### config.mk
export PLATFORM = sky130hd
export DESIGN_NAME = decimal_long_subtractor_flat
export DESIGN_NICKNAME = d
export VERILOG_FILES = /design/src/design/dls_pkg.sv /design/src/design/dls_if.sv /design/src/design/dls_digit_ram.sv /design/src/design/dls_serial_sub.sv /design/src/design/decimal_long_subtractor.sv /design/src/flat_wrapper.sv
export SDC_FILE = /design/constraint.sdc
export NUM_CORES = 1
export LEC_CHECK = 0
export BUFFER_PORTS_ARGS = -buffer_cell sky130_fd_sc_hd__buf_2
export CORE_MARGIN = 2
export CORE_UTILIZATION = 64
export DETAILED_ROUTE_END_ITERATION = 8
export PLACE_DENSITY = 0.88
export SETUP_SLACK_MARGIN = 0.4
export SYNTH_ARGS = -nofsm -noshare
export SYNTH_HDL_FRONTEND = slang
export SYNTH_SLANG_ARGS = --single-unit
### constraint.sdc
create_clock -name i_clk -period 7.9 [get_ports i_clk]
set_input_delay 1.58 -clock i_clk [delete_from_list [all_inputs] [get_ports i_clk]]
set_output_delay 1.58 -clock i_clk [all_outputs]
set_load 0.03 [all_outputs]
### src/design/dls_pkg.sv
// Package for the decimal long subtractor: digit widths, request codes,
// sequencer states and the serial subtractor control struct. No dependencies.
package dls_pkg;

    localparam int MAX_DIGITS_DEF = 64;
    localparam int DIGIT_W        = 4;

    localparam logic [DIGIT_W-1:0] DIGIT_MAX = 4'd9;
    localparam logic [DIGIT_W:0]   DEC_BASE  = 5'd10;

    localparam logic REQ_FIRST  = 1'b0;
    localparam logic REQ_SECOND = 1'b1;

    typedef enum logic [5:0] {
        S_LOAD = 6'b000001,
        S_RD   = 6'b000010,
        S_SUB  = 6'b000100,
        S_ERD  = 6'b001000,
        S_EMIT = 6'b010000,
        S_ERR  = 6'b100000
    } t_state;

    typedef struct packed {
        logic clr;
        logic en;
    } t_sub_ctrl;

endpackage

### src/design/dls_if.sv
// Valid/ready channel interfaces for the decimal long subtractor.
// Depends on dls_pkg for the digit width.
interface dls_in_if;
    logic                         valid;
    logic                         ready;
    logic                         req_type;
    logic [dls_pkg::DIGIT_W-1:0]  digit_in;
    logic                         operand_end;

    modport source (output valid, output req_type, output digit_in, output operand_end,
                    input ready);
    modport sink   (input valid, input req_type, input digit_in, input operand_end,
                    output ready);
endinterface

interface dls_out_if;
    logic                         valid;
    logic                         ready;
    logic [dls_pkg::DIGIT_W-1:0]  result_digit;
    logic                         is_negative;
    logic                         is_last;
    logic                         too_long;

    modport source (output valid, output result_digit, output is_negative,
                    output is_last, output too_long, input ready);
    modport sink   (input valid, input result_digit, input is_negative,
                    input is_last, input too_long, output ready);
endinterface

### src/design/dls_digit_ram.sv
// Digit store: one write port, one registered read port.
// Depends on dls_pkg for the digit width.
module dls_digit_ram #(
    parameter int DEPTH = dls_pkg::MAX_DIGITS_DEF
) (
    input  logic                         i_clk,
    input  logic                         i_we,
    input  logic [$clog2(DEPTH)-1:0]     i_waddr,
    input  logic [dls_pkg::DIGIT_W-1:0]  i_wdata,
    input  logic                         i_re,
    input  logic [$clog2(DEPTH)-1:0]     i_raddr,
    output logic [dls_pkg::DIGIT_W-1:0]  o_rdata
);
    import dls_pkg::*;

    logic [DIGIT_W-1:0] r_mem [DEPTH];
    logic [DIGIT_W-1:0] r_rdata;

    always_ff @(posedge i_clk) begin
        if (i_we) begin
            r_mem[i_waddr] <= i_wdata;
        end
        if (i_re) begin
            r_rdata <= r_mem[i_raddr];
        end
    end

    assign o_rdata = r_rdata;

endmodule

### src/design/dls_serial_sub.sv
// Digit-serial decimal subtractor: forms a-b and b-a one digit per step,
// least significant first, keeping both borrows. Depends on dls_pkg.
module dls_serial_sub (
    input  logic                         i_clk,
    input  logic                         i_rst_n,
    input  dls_pkg::t_sub_ctrl           i_ctrl,
    input  logic [dls_pkg::DIGIT_W-1:0]  i_a,
    input  logic [dls_pkg::DIGIT_W-1:0]  i_b,
    output logic [dls_pkg::DIGIT_W-1:0]  o_diff_ab,
    output logic [dls_pkg::DIGIT_W-1:0]  o_diff_ba,
    output logic                         o_borrow_ab
);
    import dls_pkg::*;

    logic             r_borrow_ab;
    logic             r_borrow_ba;
    logic [DIGIT_W:0] raw_ab;
    logic [DIGIT_W:0] raw_ba;
    logic [DIGIT_W:0] fix_ab;
    logic [DIGIT_W:0] fix_ba;

    always_comb begin
        raw_ab = {1'b0, i_a} - {1'b0, i_b} - {{DIGIT_W{1'b0}}, r_borrow_ab};
        raw_ba = {1'b0, i_b} - {1'b0, i_a} - {{DIGIT_W{1'b0}}, r_borrow_ba};
        // add the base back when the digit went negative
        fix_ab = raw_ab[DIGIT_W] ? raw_ab + DEC_BASE : raw_ab;
        fix_ba = raw_ba[DIGIT_W] ? raw_ba + DEC_BASE : raw_ba;
        o_diff_ab = fix_ab[DIGIT_W-1:0];
        o_diff_ba = fix_ba[DIGIT_W-1:0];
    end

    always_ff @(posedge i_clk) begin
        if (!i_rst_n) begin
            r_borrow_ab <= 1'b0;
            r_borrow_ba <= 1'b0;
        end else if (i_ctrl.clr) begin
            r_borrow_ab <= 1'b0;
            r_borrow_ba <= 1'b0;
        end else if (i_ctrl.en) begin
            r_borrow_ab <= raw_ab[DIGIT_W];
            r_borrow_ba <= raw_ba[DIGIT_W];
        end
    end

    // final borrow of a-b is set exactly when b > a
    assign o_borrow_ab = r_borrow_ab;

endmodule

### src/design/decimal_long_subtractor.sv
// Decimal long subtractor, sign-magnitude, digit serial.
// Depends on dls_pkg, dls_if, dls_digit_ram and dls_serial_sub.
//
// Usage:
//   i_in carries one decimal digit per item, most significant first. Send the
//   whole first operand (req_type 0), then the second (req_type 1); mark the
//   final digit of each with operand_end. A digit above nine counts as nine.
//   A first-operand digit while the second is loading abandons the problem.
//   o_out carries the answer, one digit per item, most significant first, as
//   many as the longer operand, is_last on the final one, is_negative when
//   the second operand was larger. An operand over MAX_DIGITS yields one item
//   with too_long set instead.
// Timing:
//   Digits load while the block is in its load state. After the last digit, the serial
//   subtractor walks the aligned digits least significant first, each digit
//   by a registered store read, then subtract and write back; then the
//   answer is read back, each digit by a store read, then emit. The input
//   is held off during the walk and the read-back. A stalled receiver
//   holds the output register and the read-back; input digits are taken
//   while a result still waits.
// Reset: state, counts, phase, overflow and the output valid clear; stores need none.
module decimal_long_subtractor #(
    parameter int MAX_DIGITS = dls_pkg::MAX_DIGITS_DEF
) (
    input  logic         i_clk,
    input  logic         i_rst_n,
    dls_in_if.sink       i_in,
    dls_out_if.source    o_out
);
    import dls_pkg::*;

    localparam int AW = $clog2(MAX_DIGITS);
    localparam int CW = $clog2(MAX_DIGITS + 1);
    localparam logic [CW-1:0] CNT_FULL = CW'(MAX_DIGITS);

    // control state
    t_state         r_state, n_state;
    logic [CW-1:0]  r_first_cnt, n_first_cnt;
    logic [CW-1:0]  r_second_cnt, n_second_cnt;
    logic           r_ovf, n_ovf;
    logic           r_phase, n_phase;
    logic           r_out_valid, n_out_valid;

    // problem walk registers
    logic [CW-1:0]  r_len, n_len;
    logic [CW-1:0]  r_off1, n_off1;
    logic [CW-1:0]  r_off2, n_off2;
    logic [AW-1:0]  r_p, n_p;
    logic [AW-1:0]  r_q, n_q;
    logic           r_z1, n_z1;
    logic           r_z2, n_z2;

    // output payload
    logic [DIGIT_W-1:0] r_out_digit, n_out_digit;
    logic               r_out_neg, n_out_neg;
    logic               r_out_last, n_out_last;
    logic               r_out_err, n_out_err;

    // store ports
    logic               we1, we2, re1, re2;
    logic [AW-1:0]      waddr1, waddr2, raddr1, raddr2;
    logic [DIGIT_W-1:0] wdata1, wdata2, rdata1, rdata2;

    // subtractor
    t_sub_ctrl          sub_ctrl;
    logic [DIGIT_W-1:0] sub_a, sub_b, diff_ab, diff_ba;
    logic               sub_neg;

    // accept-time helpers
    logic               in_acc;
    logic               out_free;
    logic [DIGIT_W-1:0] dsat;
    logic [CW-1:0]      base1, base2, sec_new, len_new;
    logic               ovf_base, ovf2;
    logic [AW-1:0]      last_idx;

    assign i_in.ready = (r_state == S_LOAD);
    assign in_acc     = i_in.valid && i_in.ready;
    assign out_free   = !r_out_valid || o_out.ready;
    assign dsat       = (i_in.digit_in > DIGIT_MAX) ? DIGIT_MAX : i_in.digit_in;
    assign last_idx   = AW'(r_len - CW'(1));
    assign sub_a      = r_z1 ? '0 : rdata1;
    assign sub_b      = r_z2 ? '0 : rdata2;

    always_comb begin
        n_state      = r_state;
        n_first_cnt  = r_first_cnt;
        n_second_cnt = r_second_cnt;
        n_ovf        = r_ovf;
        n_phase      = r_phase;
        n_len        = r_len;
        n_off1       = r_off1;
        n_off2       = r_off2;
        n_p          = r_p;
        n_q          = r_q;
        n_z1         = r_z1;
        n_z2         = r_z2;
        n_out_valid  = r_out_valid && !o_out.ready;
        n_out_digit  = r_out_digit;
        n_out_neg    = r_out_neg;
        n_out_last   = r_out_last;
        n_out_err    = r_out_err;
        we1          = 1'b0;
        we2          = 1'b0;
        re1          = 1'b0;
        re2          = 1'b0;
        waddr1       = r_p;
        waddr2       = r_p;
        wdata1       = dsat;
        wdata2       = dsat;
        raddr1       = r_q;
        raddr2       = r_q;
        sub_ctrl     = '0;
        base1        = r_phase ? '0 : r_first_cnt;
        base2        = r_phase ? r_second_cnt : '0;
        ovf_base     = r_phase ? 1'b0 : r_ovf;
        sec_new      = (base2 != CNT_FULL) ? base2 + CW'(1) : base2;
        ovf2         = r_ovf || (base2 == CNT_FULL);
        len_new      = (r_first_cnt > sec_new) ? r_first_cnt : sec_new;

        case (r_state)
            S_LOAD: begin
                if (in_acc) begin
                    if (i_in.req_type == REQ_FIRST) begin
                        // restart if a second operand was under way
                        if (base1 != CNT_FULL) begin
                            we1         = 1'b1;
                            waddr1      = base1[AW-1:0];
                            n_first_cnt = base1 + CW'(1);
                            n_ovf       = ovf_base;
                        end else begin
                            n_first_cnt = base1;
                            n_ovf       = 1'b1;
                        end
                        n_second_cnt = '0;
                        n_phase      = i_in.operand_end;
                    end else begin
                        n_phase = 1'b1;
                        if (base2 != CNT_FULL) begin
                            we2    = 1'b1;
                            waddr2 = base2[AW-1:0];
                        end
                        n_second_cnt = sec_new;
                        n_ovf        = ovf2;
                        if (i_in.operand_end) begin
                            n_first_cnt  = '0;
                            n_second_cnt = '0;
                            n_ovf        = 1'b0;
                            n_phase      = 1'b0;
                            if (ovf2) begin
                                n_state = S_ERR;
                            end else begin
                                n_len        = len_new;
                                n_off1       = len_new - r_first_cnt;
                                n_off2       = len_new - sec_new;
                                n_p          = AW'(len_new - CW'(1));
                                sub_ctrl.clr = 1'b1;
                                n_state      = S_RD;
                            end
                        end
                    end
                end
            end
            S_RD: begin
                // fetch the aligned digits of position p, zero above the operand
                re1     = 1'b1;
                re2     = 1'b1;
                raddr1  = AW'(CW'(r_p) - r_off1);
                raddr2  = AW'(CW'(r_p) - r_off2);
                n_z1    = CW'(r_p) < r_off1;
                n_z2    = CW'(r_p) < r_off2;
                n_state = S_SUB;
            end
            S_SUB: begin
                // write both differences back at position p
                sub_ctrl.en = 1'b1;
                we1         = 1'b1;
                we2         = 1'b1;
                wdata1      = diff_ab;
                wdata2      = diff_ba;
                if (r_p == '0) begin
                    n_q     = '0;
                    n_state = S_ERD;
                end else begin
                    n_p     = r_p - AW'(1);
                    n_state = S_RD;
                end
            end
            S_ERD: begin
                re1     = 1'b1;
                re2     = 1'b1;
                n_state = S_EMIT;
            end
            S_EMIT: begin
                if (out_free) begin
                    n_out_valid = 1'b1;
                    n_out_digit = sub_neg ? rdata2 : rdata1;
                    n_out_neg   = sub_neg;
                    n_out_last  = (r_q == last_idx);
                    n_out_err   = 1'b0;
                    if (r_q == last_idx) begin
                        n_state = S_LOAD;
                    end else begin
                        n_q     = r_q + AW'(1);
                        n_state = S_ERD;
                    end
                end
            end
            S_ERR: begin
                if (out_free) begin
                    n_out_valid = 1'b1;
                    n_out_digit = '0;
                    n_out_neg   = 1'b0;
                    n_out_last  = 1'b1;
                    n_out_err   = 1'b1;
                    n_state     = S_LOAD;
                end
            end
            default: begin
                n_state = S_LOAD;
            end
        endcase
    end

    always_ff @(posedge i_clk) begin
        if (!i_rst_n) begin
            r_state      <= S_LOAD;
            r_first_cnt  <= '0;
            r_second_cnt <= '0;
            r_ovf        <= 1'b0;
            r_phase      <= 1'b0;
            r_out_valid  <= 1'b0;
        end else begin
            r_state      <= n_state;
            r_first_cnt  <= n_first_cnt;
            r_second_cnt <= n_second_cnt;
            r_ovf        <= n_ovf;
            r_phase      <= n_phase;
            r_out_valid  <= n_out_valid;
        end
    end

    always_ff @(posedge i_clk) begin
        r_len       <= n_len;
        r_off1      <= n_off1;
        r_off2      <= n_off2;
        r_p         <= n_p;
        r_q         <= n_q;
        r_z1        <= n_z1;
        r_z2        <= n_z2;
        r_out_digit <= n_out_digit;
        r_out_neg   <= n_out_neg;
        r_out_last  <= n_out_last;
        r_out_err   <= n_out_err;
    end

    dls_digit_ram #(.DEPTH(MAX_DIGITS)) u_first_ram (
        .i_clk   (i_clk),
        .i_we    (we1),
        .i_waddr (waddr1),
        .i_wdata (wdata1),
        .i_re    (re1),
        .i_raddr (raddr1),
        .o_rdata (rdata1)
    );

    dls_digit_ram #(.DEPTH(MAX_DIGITS)) u_second_ram (
        .i_clk   (i_clk),
        .i_we    (we2),
        .i_waddr (waddr2),
        .i_wdata (wdata2),
        .i_re    (re2),
        .i_raddr (raddr2),
        .o_rdata (rdata2)
    );

    dls_serial_sub u_sub (
        .i_clk       (i_clk),
        .i_rst_n     (i_rst_n),
        .i_ctrl      (sub_ctrl),
        .i_a         (sub_a),
        .i_b         (sub_b),
        .o_diff_ab   (diff_ab),
        .o_diff_ba   (diff_ba),
        .o_borrow_ab (sub_neg)
    );

    assign o_out.valid        = r_out_valid;
    assign o_out.result_digit = r_out_digit;
    assign o_out.is_negative  = r_out_neg;
    assign o_out.is_last      = r_out_last;
    assign o_out.too_long     = r_out_err;

endmodule
### src/flat_wrapper.sv
// flat-port wrapper written by rule: the top's interface ports become plain ports
module decimal_long_subtractor_flat import dls_pkg::*;
#(
    parameter int MAX_DIGITS = dls_pkg::MAX_DIGITS_DEF
)
  (i_clk, i_rst_n, i_in_valid, i_in_req_type, i_in_digit_in, i_in_operand_end, i_in_ready, o_out_valid, o_out_result_digit, o_out_is_negative, o_out_is_last, o_out_too_long, o_out_ready);
  dls_in_if i_in_i ();
  dls_out_if o_out_i ();
  input  logic i_clk;
  input  logic i_rst_n;
  input wire logic [$bits(i_in_i.valid)-1:0] i_in_valid;
  input wire logic [$bits(i_in_i.req_type)-1:0] i_in_req_type;
  input wire logic [$bits(i_in_i.digit_in)-1:0] i_in_digit_in;
  input wire logic [$bits(i_in_i.operand_end)-1:0] i_in_operand_end;
  output wire logic [$bits(i_in_i.ready)-1:0] i_in_ready;
  output wire logic [$bits(o_out_i.valid)-1:0] o_out_valid;
  output wire logic [$bits(o_out_i.result_digit)-1:0] o_out_result_digit;
  output wire logic [$bits(o_out_i.is_negative)-1:0] o_out_is_negative;
  output wire logic [$bits(o_out_i.is_last)-1:0] o_out_is_last;
  output wire logic [$bits(o_out_i.too_long)-1:0] o_out_too_long;
  input wire logic [$bits(o_out_i.ready)-1:0] o_out_ready;
  assign i_in_i.valid = i_in_valid;
  assign i_in_i.req_type = i_in_req_type;
  assign i_in_i.digit_in = i_in_digit_in;
  assign i_in_i.operand_end = i_in_operand_end;
  assign i_in_ready = i_in_i.ready;
  assign o_out_valid = o_out_i.valid;
  assign o_out_result_digit = o_out_i.result_digit;
  assign o_out_is_negative = o_out_i.is_negative;
  assign o_out_is_last = o_out_i.is_last;
  assign o_out_too_long = o_out_i.too_long;
  assign o_out_i.ready = o_out_ready;
  decimal_long_subtractor #(.MAX_DIGITS(MAX_DIGITS)) u_core (.i_clk(i_clk), .i_rst_n(i_rst_n), .i_in(i_in_i), .o_out(o_out_i));
endmodule
==> impl_metrics.py, run 1 <==
metrics = {
    "logic_synthesis": {
        "synth-compound-area-share_pct": 6.95,
        "yosysWarnings": 0,
        "yosysSeqAreaShare_pct": 65.0,
        "synth_top_family_by_area": "simple AND/OR/NAND/NOR gates",
        "synthAdderAreaFrac_pct": 2.71,
        "synthDistinctLibCells": 83,
        "synth_edf_count": 561,
        "synth_nets": 2042,
        "syn_area_mm2": 0.0267,
        "syn_inst": 1979,
        "syn_area_per_cell_um2": 13.5,
        "synth-simple-area-share_pct": 12.7,
        "async_reset_ff_share_pct": 0,
        "ys_ff_latch": 586,
        "synth_top_flop_cell": "edfxtp_1",
        "synth_xor_area_share_pct": 1.64,
        "synthMuxAreaShare_pct": 8.01,
    },
    "route": {
        "top_layer_used": "met4",
        "m1WireLength_mm": 22.1,
        "drt-total-wl_mm": 61.8,
        "routedWlPerCell_um": 24.2,
        "postRouteAntennaNets": 0,
        "met2WireLength_mm": 31.1,
        "drc": 0,
        "first_pass_iters": 6,
        "dr_wl_met3_mm": 5.55,
        "drt_iter0_drc": 2251,
        "viasPerCell": 6.61,
        "vias": 16900,
    },
    "sta": {
        "setup_viol": 0,
        "clock_skew_ns": 0.0256,
        "rsz0062_at_grt": "no",
        "fin_tns_setup_ns": 0,
        "hold-worst-slack_ns": 0.522,
        "finalCritPeriodShare_pct": 64.3,
        "hold_violations": 0,
        "relSlewSlack_pct": 23.0,
        "setup_ws_ns": 2.82,
        "tightestPinTransition_ns": 1.16,
        "min_period_ns": 5.08,
        "fmax_ghz": 0.197,
        "maxSlewViolCount": 0,
    },
    "worst_setup_path": {
        "slowest_delay_ns": 0.46,
        "worstReg2RegStart": "u_core.r_phase",
        "ff2ff_setup_slack_ns": 2.82,
        "worst_setup_path_start_kind": "flop",
        "crit_required_ns": 8.26,
        "crit_type": "flop to flop",
        "cp-startpoint": "u_core.r_phase",
        "worstSetupEndpointType": "flop",
        "worstRegToRegCells": 25,
        "critPathTopFamily": "compound AO/OA/AOI/OAI gates",
        "critPathBufInv": 4,
        "crit_path_end": "u_core.r_off2[6]",
        "slowest_stage": "fa_1",
        "cp_max_fo": 37,
        "worst-path-stages": 25,
        "regToRegEndpoint": "u_core.r_off2[6]",
        "arrival_ns": 5.44,
    },
    "floorplanning": {
        "num_rows": 74,
        "die_area_mm2": 0.0433,
        "io_pins": 19,
        "dieWidth_um": 208,
        "core-area_mm2": 0.0410,
        "die_height_um": 208,
        "initial_core_util_pct": 65.0,
    },
    "placement": {
        "place.gp.congestion": 0.911,
        "dpl.cell_count": 2458,
        "hpwl_mm": 37.2,
        "port_buffers": 18,
        "place_ws_ns": 2.96,
    },
    "cells_and_area": {
        "fill_cells": 2417,
        "final_core_util_pct": 70.5,
        "final_nets": 2045,
        "drive_gt1_share_pct": 10.7,
        "antennaDiodeCount": 0,
        "syn2layout_area_growth_pct": 8.41,
        "stdcell_count": 2557,
    },
    "clock_network": {
        "cts_tree": "done",
        "holdBufCountCts": 0,
        "cts_setup_buffers": 0,
        "cts_buffers": 54,
        "clock_sink_count": 586,
        "root_buffer": "clkbuf_16",
        "clock_latency_ns": 0.62,
        "clk_pin_slew_ns": 0.07,
        "htreeDepth": 2,
        "cts_resized": 0,
        "clockBufferDepth": 3,
    },
    "flow_run": {
        "max_cap_viol_count": 0,
    },
    "grt": {
        "antenna_found_initial": 0,
        "grt_max_degree": 73,
        "grt_pass1_wl_mm": 94.8,
        "track_usage_pct": 28.7,
        "grt_pass1_vias": 16700,
        "overflow": 0,
    },
    "worst_hold_path": {
        "min_path_type": "flop to flop",
    },
    "power": {
        "power_density_mw_per_mm2": 242,
        "vdd_ir_drop_max_mv": 0.208,
        "leakage_nw": 9.71,
    },
    "status": {
        "status": "complete, no violations",
    },
}
==> logic make-up after synthesis <==
group / after synthesis
fa+ha+maj: 53
flops: 586
mux: 120
buf+inv: 151
xor+xnor: 50
compound gates: 267
simple gates: 752
==> state kept, by name, summed over array words and instances (netlist names), 6 cells and up <==
name                       cells
u_core.r_off2                  7
u_core.u_first_ram.r_mem     256
u_core.r_len                   6
u_core.r_state                 6
u_core.r_first_cnt             7
u_core.r_p                     6
u_core.r_q                     6
u_core.u_second_ram.r_mem    256
u_core.r_off1                  7
u_core.r_second_cnt            7
==> report_power, final <==
part / internal [W] / switching [W] / total, W / leakage, nW
sequential: 0.00348 / 0.0000543 / 0.00353 / 5.27
clock: 0.00145 / 0.00114 / 0.00259 / 0.830
combinational: 0.000291 / 0.000588 / 0.000879 / 3.61
==> synthesized netlist by cell type, types with 7 or more instances <==
cell      instances  area share [%]
nor2_1          181             2.5
ha_1             45             2.1
nand2b_1         25            0.59
nand2_1         326             4.6
dfxtp_1          25             1.9
clkbuf_1         39            0.55
edfxtp_1        561              63
and2_1           12            0.28
buf_6            16            0.68
buf_2            28            0.53
a21o_1           20            0.56
inv_1            54            0.76
a211oi_1         25            0.70
mux4_2           46             3.9
a21boi_0          7            0.20
xnor2_1          26            0.85
nor2b_1          21            0.49
mux2i_1          43             1.6
fa_1              8            0.60
nand3b_1          9            0.25
mux4_1           18             1.8
o21ai_0          31            0.58
a31oi_1          28            0.66
a311oi_1         48             1.6
and3_1           36            0.84
nand3_1          86             1.6
nor3_1           19            0.36
a21oi_1          57             1.1
buf_4             7            0.20
xor2_1           24            0.79
mux2_2            7            0.30
==> layout make-up <==
class / instances / area, um^2 / area share (%)
sequential: 586 / 17300 / 60.0
clock buffer: 74 / 1450 / 5.00
timing repair buffer: 43 / 278 / 0.961
inverter: 55 / 209 / 0.723
tap: 532 / 666 / 2.30
clock inverter: 25 / 279 / 0.965
multi-input combinational: 1242 / 8690 / 30.0
==> routing by layer <==
layer	track usage (%)	up-vias
li1	-	7400
met1	36.3	8212
met2	48.9	1079
met3	4.15	200
met4	14.4	0
met5	0	-
==> per-stage QoR <==
step	power, W	area, um^2
2_1_floorplan	0.00419	26700
3_3_place_gp	0.00440	27200
3_5_place_dp	0.00444	27200
4_1_cts	0.00699	28900
5_1_grt	0.00719	28900
6_report	0.00700	28900
==> layout by cell type, fill, tap and decap left out, drive strengths merged, types with 21 or more instances in the layout <==
master	netlist	routed
edfxtp	561	561
nand2	327	327
nor2	182	182
nand3	89	89
clkbuf	43	74
mux4	64	64
inv	55	58
a21oi	58	58
a311oi	48	48
mux2i	48	48
ha	45	45
buf	53	43
o21ai	37	37
and3	36	36
a31oi	28	28
xnor2	26	26
nand2b	26	26
a211oi	25	25
dfxtp	25	25
xor2	24	24
nor2b	21	21
==> how the worst min path moves through the flow <==
stage / endpoint / from / cells past startpoint / slack, ns
2_1_floorplan: u_core.u_sub.r_borrow_ba / u_core.u_sub.r_borrow_ba / 2 / 0.47
3_3_place_gp: u_core.u_sub.r_borrow_ba / u_core.u_sub.r_borrow_ba / 2 / 0.49
3_5_place_dp: u_core.u_sub.r_borrow_ba / u_core.u_sub.r_borrow_ba / 2 / 0.52
4_1_cts: u_core.u_sub.r_borrow_ba / u_core.u_sub.r_borrow_ba / 2 / 0.52
5_1_grt: u_core.u_sub.r_borrow_ba / u_core.u_sub.r_borrow_ba / 2 / 0.55
6_report: u_core.u_sub.r_borrow_ba / u_core.u_sub.r_borrow_ba / 2 / 0.52
==> tightest hold or removal path, cell delays in order, from the launching register on <==
cell and delay, ns:
dfxtp_1 0.32, nor2_1 0.11, a211oi_1 0.05
(Power assumes the default switching activity.)
==> run 2: changes to the inputs <==
ABC_AREA = 1   (was not set)
CORE_UTILIZATION = 57   (was 64)
PLACE_DENSITY = 0.84   (was 0.88)
clock period = 4.55 ns   (was 7.9 ns; I/O delays follow)
==> impl_metrics.py, run 2 <==
metrics = {
    "worst_setup_path": {
        "crit_path_end": "u_core.r_off2[6]",
        "worstSetupEndpointType": "flop",
        "critPathTopFamily": "simple AND/OR/NAND/NOR gates",
        "cp_max_fo": 5,
        "worst-path-stages": 25,
        "slowest_stage": "fa_2",
        "crit_type": "flop to flop",
        "critPathBufInv": 4,
        "worstReg2RegStart": "u_core.r_phase",
        "slowest_delay_ns": 0.40,
        "arrival_ns": 4.16,
        "worstRegToRegCells": 25,
        "ff2ff_setup_slack_ns": 0.76,
        "crit_required_ns": 4.92,
        "regToRegEndpoint": "u_core.r_off2[6]",
        "cp-startpoint": "u_core.r_phase",
        "worst_setup_path_start_kind": "flop",
    },
    "logic_synthesis": {
        "yosysTopAreaCell": "edfxtp_1",
        "ys_ff_latch": 586,
        "synth-compound-area-share_pct": 9.64,
        "yosysSeqAreaShare_pct": 64.4,
        "syn_area_per_cell_um2": 11.1,
        "synth_edf_count": 561,
        "synth_top_area_share_pct": 62.6,
        "syn_inst": 2433,
        "synth_top_family_by_area": "simple AND/OR/NAND/NOR gates",
        "yosysWarnings": 0,
        "yosys-top-cells-area": "edfxtp_1 (63%), nor2_1 (6.4%), o211ai_1 (4.5%), nand3_1 (4.1%), o21ai_0 (3.3%)",
        "synth_nets": 2496,
        "synth_commonest_cells": "edfxtp_1 (561), nor2_1 (457), nand3_1 (218), nand2_1 (210), o21ai_0 (177)",
        "synthAdderAreaFrac_pct": 2.69,
        "synth-simple-area-share_pct": 17.7,
        "async_reset_ff_share_pct": 0,
        "synthMuxAreaShare_pct": 0,
        "synth.most_common_cell": "edfxtp_1",
        "synth_xor_area_share_pct": 1.17,
        "synthDistinctLibCells": 51,
        "synth_top_flop_cell": "edfxtp_1",
        "syn_area_mm2": 0.0269,
    },
    "grt": {
        "grt_pass1_wl_mm": 100,
        "overflow": 0,
        "antenna_found_initial": 0,
        "grt_pass1_vias": 18300,
        "track_usage_pct": 25.9,
        "grt_max_degree": 135,
    },
    "sta": {
        "setup_viol": 0,
        "relSlewSlack_pct": 20.8,
        "fin_tns_setup_ns": 0,
        "hold_violations": 0,
        "setup_ws_ns": 0.761,
        "hold-worst-slack_ns": 0.462,
        "maxSlewViolCount": 0,
        "min_period_ns": 3.79,
        "clock_skew_ns": 0.0341,
        "fmax_ghz": 0.264,
        "rsz0062_at_grt": "no",
        "finalCritPeriodShare_pct": 83.3,
        "tightestPinTransition_ns": 1.19,
    },
    "cells_and_area": {
        "top_regs": "u_core.u_first_ram.r_mem x256, u_core.u_second_ram.r_mem x256",
        "final_common_cell": "edfxtp_1",
        "antennaDiodeCount": 0,
        "final_nets": 2501,
        "drive_gt1_share_pct": 13.2,
        "syn2layout_area_growth_pct": 9.99,
        "final_cell_mix": "edfxtp_1 (561), nor2_1 (456), nand3_1 (218), nand2_1 (208), o21ai_0 (171)",
        "final_core_util_pct": 63.6,
    },
    "route": {
        "drt-total-wl_mm": 64.1,
        "postRouteAntennaNets": 0,
        "routedWlPerCell_um": 20.7,
        "drc": 0,
        "first_pass_iters": 8,
        "vias": 18700,
        "drt_iter0_drc": 2509,
        "viasPerCell": 6.05,
    },
    "floorplanning": {
        "die_height_um": 221,
        "dieWidth_um": 221,
        "io_pins": 19,
        "num_rows": 79,
        "die_area_mm2": 0.0490,
        "initial_core_util_pct": 57.8,
        "core-area_mm2": 0.0466,
    },
    "flow_run": {
        "max_cap_viol_count": 0,
    },
    "clock_network": {
        "cts_buffers": 58,
        "clk_pin_slew_ns": 0.07,
        "htreeDepth": 2,
        "cts_tree": "done",
        "clockBufferDepth": 3,
        "clock_latency_ns": 0.64,
        "root_buffer": "clkbuf_16",
        "holdBufCountCts": 0,
        "clock_sink_count": 586,
    },
    "placement": {
        "hpwl_mm": 40.3,
        "place_ws_ns": 0.464,
        "place.gp.congestion": 0.881,
        "port_buffers": 18,
    },
    "power": {
        "total_power_w": 0.0134,
        "leakage_nw": 10.3,
        "vdd_ir_drop_max_mv": 0.350,
        "power_density_mw_per_mm2": 451,
    },
    "worst_hold_path": {
        "min_path_type": "flop to flop",
    },
    "status": {
        "status": "complete, no violations",
    },
}
==> run 2: changes by cell type after synthesis, moves of 46 or more <==
cell | before | now
nand3_1 | 86 | 218
inv_1 | 54 | 158
o211ai_1 | 4 | 163
or2_2 | 5 | 104
nor2_1 | 181 | 457
nand2_1 | 326 | 210
mux4_2 | 46 | 0
a311oi_1 | 48 | 0
o21ai_0 | 31 | 177
==> run 2: routing by layer <==
metal	up-vias	global-route usage, %	part of all wire [%]
li1	8600	-	-
met1	8946	34.4	39
met2	990	42.6	48
met3	170	4.99	9.4
met4	0	10.1	3.7
met5	-	0	0
==> run 2: cells by family after synthesis <==
kind of cell,Yosys count
flip-flops,586
XOR/XNOR,36
AO/OA/AOI/OAI,418
buffers and inverters,280
AND/OR/NAND/NOR,1060
adder cells (fa/ha/maj),53
==> run 2: worst min-delay path, delay by kind of cell (launching register included) <==
| kind | cells | cell delay (ns) |
|---|---|---|
| AO/OA/AOI/OAI | 1 | 0.05 |
| flip-flops | 1 | 0.31 |
| AND/OR/NAND/NOR | 1 | 0.06 |
==> run 2: how the worst min path moves through the flow <==
| stage | from | end | slack (ns) | cells past startpoint |
|---|---|---|---|---|
| CTS | u_core.u_sub.r_borrow_ba | u_core.u_sub.r_borrow_ba | 0.46 | 2 |
| global route | u_core.r_ovf | u_core.r_ovf | 0.50 | 2 |
| global placement | u_core.u_sub.r_borrow_ba | u_core.u_sub.r_borrow_ba | 0.45 | 2 |
| floorplan | u_core.u_sub.r_borrow_ba | u_core.u_sub.r_borrow_ba | 0.44 | 2 |
| detailed placement | u_core.u_sub.r_borrow_ba | u_core.u_sub.r_borrow_ba | 0.45 | 2 |
| finish | u_core.u_sub.r_borrow_ba | u_core.u_sub.r_borrow_ba | 0.46 | 2 |
==> run 2: layout make-up <==
type                       count  area [um^2]
clock buffer                  66         1500
clock inverter                39          347
fill                        3390        16900
inverter                     170          643
multi-input combinational   1567         8580
sequential                   586        17400
tap                          607          759
timing repair buffer          55          430
==> run 2: what timing repair did <==
item | 4_1_cts | 5_1_grt
gates resized for setup | 0 | 13
setup buffers | 0 | 1
endpoints found under the setup margin | 0 | 6
==> run 2: where the power goes <==
| group | total, W | switching, W | leakage [nW] | internal, W |
|---|---|---|---|---|
| clock network | 0.00466 | 0.00206 | 0.890 | 0.00260 |
| registers | 0.00621 | 0.000105 | 5.29 | 0.00610 |
| logic | 0.00249 | 0.00178 | 4.07 | 0.000706 |
| total | 0.0134 | 0.00395 | 10.3 | 0.00941 |
==> run 2: stage by stage <==
stage                     cell area, um^2  cells
after global routing                29600   3090
after detailed placement            27700   2984
final                               29600   3090
after global placement              27700   2984
after floorplan                     26900   2433
after CTS                           29600   3089
